==> config.mk <==
export PLATFORM = sky130hd
export DESIGN_NAME = chfi_ram
export DESIGN_NICKNAME = d
export VERILOG_FILES = /design/src/rtl/chfi_ram.sv
export SDC_FILE = /design/constraint.sdc
export NUM_CORES = 1
export LEC_CHECK = 0
export ABC_AREA = 1
export CAP_MARGIN = 20
export CELL_PAD_IN_SITES_DETAIL_PLACEMENT = 1
export CELL_PAD_IN_SITES_GLOBAL_PLACEMENT = 1
export CORE_MARGIN = 10
export CORE_UTILIZATION = 40
export CTS_BUF_LIST = sky130_fd_sc_hd__clkbuf_4
export CTS_CLUSTER_DIAMETER = 30
export DETAILED_ROUTE_END_ITERATION = 10
export DONT_BUFFER_PORTS = 1
export GPL_TIMING_DRIVEN = 0
export HOLD_SLACK_MARGIN = 0.05
export PLACE_DENSITY = 0.67
export SYNTH_ARGS = -nofsm -noshare
export SYNTH_HDL_FRONTEND = slang
export SYNTH_SLANG_ARGS = --single-unit
==> constraint.sdc <==
create_clock -name clk_i -period 1.4 [get_ports clk_i]
set_input_delay 0.14 -clock clk_i [delete_from_list [all_inputs] [get_ports clk_i]]
set_output_delay 0.14 -clock clk_i [all_outputs]
set_load 0.005 [all_outputs]
==> src/rtl/chfi_ram.sv <==
// ----------------------------------------------------------------------------
// chfi_ram
// Generic single-write, single-read RAM with registered read data.
// ----------------------------------------------------------------------------
module chfi_ram #(
  parameter int unsigned WIDTH = 8,
  parameter int unsigned DEPTH = 2,
  localparam int unsigned AW   = (DEPTH > 1) ? $clog2(DEPTH) : 1
) (
  input  logic             clk_i,
  input  logic             we_i,
  input  logic [AW-1:0]    waddr_i,
  input  logic [WIDTH-1:0] wdata_i,
  input  logic [AW-1:0]    raddr_i,
  output logic [WIDTH-1:0] rdata_o
);

  logic [WIDTH-1:0] mem_q [DEPTH];
  logic [WIDTH-1:0] rdata_q;

  always_ff @(posedge clk_i) begin
    if (we_i) begin
      mem_q[waddr_i] <= wdata_i;
    end
    rdata_q <= mem_q[raddr_i];
  end

  assign rdata_o = rdata_q;

endmodule

==> reports/metrics.csv, run 1 <==
stage;metric;value;unit
routing;detail_route.wl_per_cell;13.9;um
run;drv_cap;0;
sta;rsz0062_at_grt;no;
routing;totalWireLength;1270;um
floorplanning;rows;15;
grt;gr-usage-all-layers;0.0656;
critical_path;critical_path_class;register to output pin;
placement;gp_congestion;0.626;
hold_path;hp-class;input pin to register;
routing;via_per_inst;4.33;
grt;overflow;0;
logic_synthesis;postSynthAreaPerCell;14.1;um2
sta;worstMarginPinSlew;649;ps
routing;drt_iter0_markers;9;
floorplanning;floorplan.initialDensity;0.431;
sta;slew_viol_final;0;
critical_path;crit_fanout;1;
pwr;p_leak;0.367;nW
placement;dpl.hpwl;892;um
floorplanning;coreArea;1760;um2
logic_synthesis;synth_seq_area_share;0.842;
sta;finalSetupViolations;0;
floorplanning;dieArea;4050;um2
sta;setup_tns;0;ps
cts;cts.path.max_buffers;2;
sta;timing.fmax;1250;MHz
placement;place_inst;79;
sta;clock-skew-final;2.73;ps
sta;slew_headroom;0.565;
finish;antennaDiodeCount;0;
sta;fin_crit_sh;0.571;
grt;grt_start_max_net_pins;14;
finish;layout-drive-gt1-share;0.0909;
finish;multiInputGateArea;97.6;um2
floorplanning;die_width;63.6;um
logic_synthesis;syn_nets;66;
routing;ant_nets;0;
finish;instances_no_fill;91;
logic_synthesis;yosysWarnings;0;
sta;period_needed;800;ps
routing;drtPass1Iterations;4;
critical_path;r2r_slack;790;ps
sta;hold_viol;0;
pwr;irDropWorstVdd;0.793;mV
cts;tritoncts;yes;
critical_path;end_kind;output pin;
logic_synthesis;synth_seq_cells;24;
routing;via_count;394;
cts;cts.sinks;24;
cts;clk_latency;300;ps
cts;post-cts-setup-buffers;0;
critical_path;worstPathArrival;660;ps
finish;fin_nets;79;
grt;antenna_found_initial;0;
floorplanning;ios;20;
critical_path;rr_worst_depth;2;
placement;io_buffers;0;
finish;utilization;0.511;
sta;setup_slack;600;ps
critical_path;crit_path_start;rdata_o[3];
critical_path;rr_startpoint;mem_q[1][1];
critical_path;rr_endpoint;rdata_o[1];
finish;final_cell_area;902;um2
grt;grt_first_pass_wirelength;1950;um
grt;grt_pass1_vias;398;
finish;synthToLayoutAreaGrowth;18.6;%
critical_path;critical_path_required;1260;ps
hold_path;hold_depth;3;
pwr;powerDensity;1340;nW/um2
run_status;status;finished, final reports clean;
placement;pre_cts_slack;290;ps
finish;seqCellArea;641;um2
logic_synthesis;syn-cell-area;761;um2
routing;drc;0;
cts;cts_htree_levels;1;
cts;clk_pin_slew;120;ps
critical_path;endpoint;rdata_o[3];
placement;place_area;792;um2
logic_synthesis;synth_cell_types;7;
critical_path;crit_cells;0;
logic_synthesis;synthCells;54;
floorplanning;die_y;63.6;um
cts;cts_made_buffers;3;
critical_path;worstSetupStartpointType;register;
finish;nFillCells;190;
cts;root_buffer;clkbuf_4;
[cell usage after synthesis]
| cell | n | area share |
|---|---|---|
| edfxtp_1 | 16 | 0.63 |
| dfxtp_1 | 8 | 0.21 |
| inv_1 | 2 | 0.0099 |
| nor2_1 | 1 | 0.0049 |
| inv_2 | 1 | 0.0049 |
| nand2_1 | 25 | 0.12 |
| buf_6 | 1 | 0.015 |
[worst min path at each step]
stage                     startpoint           to  slack [ps]
after global placement    wdata_i[3]  mem_q[1][3]         240
after CTS                    raddr_i   rdata_o[5]          70
after floorplan           wdata_i[0]  mem_q[0][0]         240
after detailed placement  wdata_i[2]  mem_q[0][2]         240
after global routing         raddr_i   rdata_o[5]          60
final                        raddr_i   rdata_o[5]          80
[worst reg2reg max path, stage by stage, from the launching register on]
cell and delay, ps:
edfxtp_1 400, nand2_1 80, nand2_1 50
[logic make-up (layout without fill, tap and decap cells)]
| kind of cell | Yosys count | count (layout) | synth area share |
|---|---|---|---|
| buffers and inverters | 4 | 16 | 0.0296 |
| AND/OR/NAND/NOR | 26 | 26 | 0.128 |
| flip-flops | 24 | 24 | 0.842 |
[layer usage]
metal | global-route usage | share of wire | wire [um] | vias up
met5 | 0 | 0 | 0 | -
met4 | 0.0246 | 0.0095 | 12 | 0
met3 | 0.0477 | 0.093 | 118 | 2
met2 | 0.109 | 0.54 | 680 | 14
met1 | 0.0605 | 0.36 | 454 | 180
li1 | - | - | - | 198
[placed cells by master, fill, tap and decap left out]
cell,n
nor2_1,1
dfxtp_1,8
inv_2,1
inv_1,2
edfxtp_1,16
dlygate4sd3_1,8
clkbuf_4,4
buf_6,1
nand2_1,25
[per-stage QoR]
stage / total power, mW / hold WS [ps]
after floorplan: 0.873 / 239
after global placement: 0.885 / 239
after detailed placement: 0.891 / 239
after CTS: 1.22 / 67.8
after global routing: 1.26 / 64.9
final: 1.20 / 75.5
[power by group]
group / leakage [nW] / switching (mW) / internal [mW]
Clock: 0.0184 / 0.183 / 0.130
Combinational: 0.131 / 0.0336 / 0.0283
Sequential: 0.218 / 0.0183 / 0.811
Total: 0.367 / 0.235 / 0.969
[sequential cells by signal, summed over array words and instances (netlist names)]
name     cells
mem_q       16
rdata_o      8
[repair_timing]
action / in CTS / in global routing
hold endpoints to repair: 16 / 0
hold buffers: 8 / 0
gates resized for setup: 0 / 0
[final cells by class]
cell class / count / share of cell area
Sequential cell: 24 / 0.710
Timing Repair Buffer: 8 / 0.0888
Buffer: 1 / 0.0125
Clock buffer: 4 / 0.0333
Multi-Input combinational cell: 26 / 0.108
Tap cell: 25 / 0.0347
Inverter: 3 / 0.0125
No activity file was read; power rests on OpenSTA's default activity.
==> inputs of run 2 (changes only) <==
clock period = 0.8 ns   (was 1.4 ns; I/O delays follow)
==> run 2 against run 1 <==
Effect of this change:
- combinational power rose by 86%
- sequential power rose by 75%
- final cell count rose by 1.1%
- non-clock buffer count rose by 1
- design area rose by 1.2%
- sequential share of layout area fell by 0.88 points
- via count rose by 4.6%
- worst hold slack got worse by 48 ps
- clock-buffer cell count fell by 1
- die area did not move
==> reports/metrics.csv, run 2 (same netlist as run 1, synthesis figures left out) <==
stage;metric;value;unit
hold_path;hp-class;input pin to register;
routing;ant_nets;0;
routing;drtPass1Iterations;4;
sta;clock-skew-final;4.42;ps
routing;via_per_inst;4.48;
cts;cts.sinks;24;
sta;finalSetupViolations;0;
placement;gp_congestion;0.641;
finish;final_common_cell;nand2_1;
floorplanning;rows;15;
grt;grt_pass1_vias;453;
sta;slew_viol_final;0;
cts;clk_pin_slew;120;ps
floorplanning;floorplan.initialDensity;0.431;
finish;antennaDiodeCount;0;
cts;holdBufCountCts;9;
critical_path;critical_path_required;720;ps
finish;synthToLayoutAreaGrowth;20.1;%
sta;hold_viol;0;
grt;grt_first_pass_wirelength;2140;um
floorplanning;dieArea;4050;um2
routing;detail_route.wl_per_cell;14.0;um
floorplanning;die_width;63.6;um
finish;layout-drive-gt1-share;0.0896;
placement;io_buffers;0;
sta;worstMarginPinSlew;414;ps
finish;utilization;0.518;
critical_path;end_kind;output pin;
sta;rsz0062_at_grt;no;
pwr;p_leak;0.369;nW
placement;pre_cts_slack;-4.97;ps
cts;tritoncts;yes;
sta;period_needed;745;ps
finish;largest_register;mem_q;
grt;gr-usage-all-layers;0.0699;
run_status;status;finished, final reports clean;
grt;antenna_found_initial;0;
routing;totalWireLength;1280;um
pwr;irDropWorstVdd;1.24;mV
floorplanning;coreArea;1760;um2
floorplanning;ios;20;
routing;via_count;412;
critical_path;crit_fanout;1;
sta;setup_tns;0;ps
grt;grt_start_max_net_pins;14;
cts;root_buffer;clkbuf_4;
pwr;powerDensity;2270;nW/um2
cts;cts_htree_levels;1;
critical_path;worstSetupStartpointType;register;
finish;final_cell_mix;25 x nand2_1, 16 x edfxtp_1, 9 x dlygate4sd3_1, 8 x dfxtp_1, 3 x clkbuf_4;
sta;setup_slack;55.4;ps
run;drv_cap;0;
finish;fin_nets;80;
cts;clk_latency;300;ps
cts;cts_made_buffers;3;
critical_path;critical_path_class;register to output pin;
routing;drc;0;
floorplanning;die_y;63.6;um
finish;largest_register_ffs;16;
finish;nFillCells;185;
sta;timing.fmax;1340;MHz
routing;drt_iter0_markers;4;
sta;slew_headroom;0.723;
cts;cts.path.max_buffers;2;
critical_path;worstPathArrival;660;ps
sta;fin_crit_sh;0.931;
pwr;finalPower;2.07;mW
grt;overflow;0;
## run 2: changes by cell type in the layout (fill, tap and decap cells not counted)
| cell | before | now |
|---|---|---|
| inv_4 | 0 | 1 |
| inv_2 | 1 | 0 |
| clkbuf_4 | 4 | 3 |
| nor2_1 | 1 | 0 |
| dlygate4sd3_1 | 8 | 9 |
| clkinv_1 | 0 | 1 |
| nor2_2 | 0 | 1 |
## run 2: per-layer routing
metal | vias to the layer above | share of wire | global-route usage
li1 | 202 | - | -
met1 | 194 | 0.35 | 0.0595
met2 | 14 | 0.57 | 0.124
met3 | 2 | 0.076 | 0.0389
met4 | 0 | 0.0078 | 0.0410
met5 | - | 0 | 0
## run 2: report_power, final
part           leakage, nW  internal (mW)  total [mW]  switching, mW
registers            0.218           1.42        1.45         0.0324
clock network       0.0154          0.182       0.504          0.322
logic                0.136         0.0538       0.115         0.0612
total                0.369           1.65        2.07          0.415
## run 2: final timing paths
path / to / slack, ps / cells past startpoint / startpoint
max: rdata_o[1] / 60 / 0 / rdata_o[1]
min: mem_q[0][1] / 30 / 1 / waddr_i
max reg2reg: rdata_o[4] / 180 / 2 / mem_q[0][4]
min reg2reg: rdata_o[2] / 450 / 2 / mem_q[0][2]
## run 2: cell type report
type	instances	area, um2	share of cell area
repair buffers	9	90.1	0.0986
clock inverters	1	3.75	0.00411
well taps	25	31.3	0.0342
plain buffers	1	11.3	0.0123
flip-flops and latches	24	641	0.701
multi-input cells	26	100	0.110
clock buffers	3	22.5	0.0247
inverters	3	13.8	0.0151
## run 2: what timing repair did
action | CTS | global route
gates resized for setup | 0 | 1
setup endpoints to repair | 0 | 8
endpoints found under the hold margin | 32 | 8
setup buffers | 0 | 0
## run 2: metrics by stage
stage	cells	hold slack (ps)	cell area [um2]
final	92	27.2	913
after CTS	92	18.5	911
after global routing	92	21.0	913
after floorplan	54	179	763
after detailed placement	79	179	795
after global placement	79	179	795
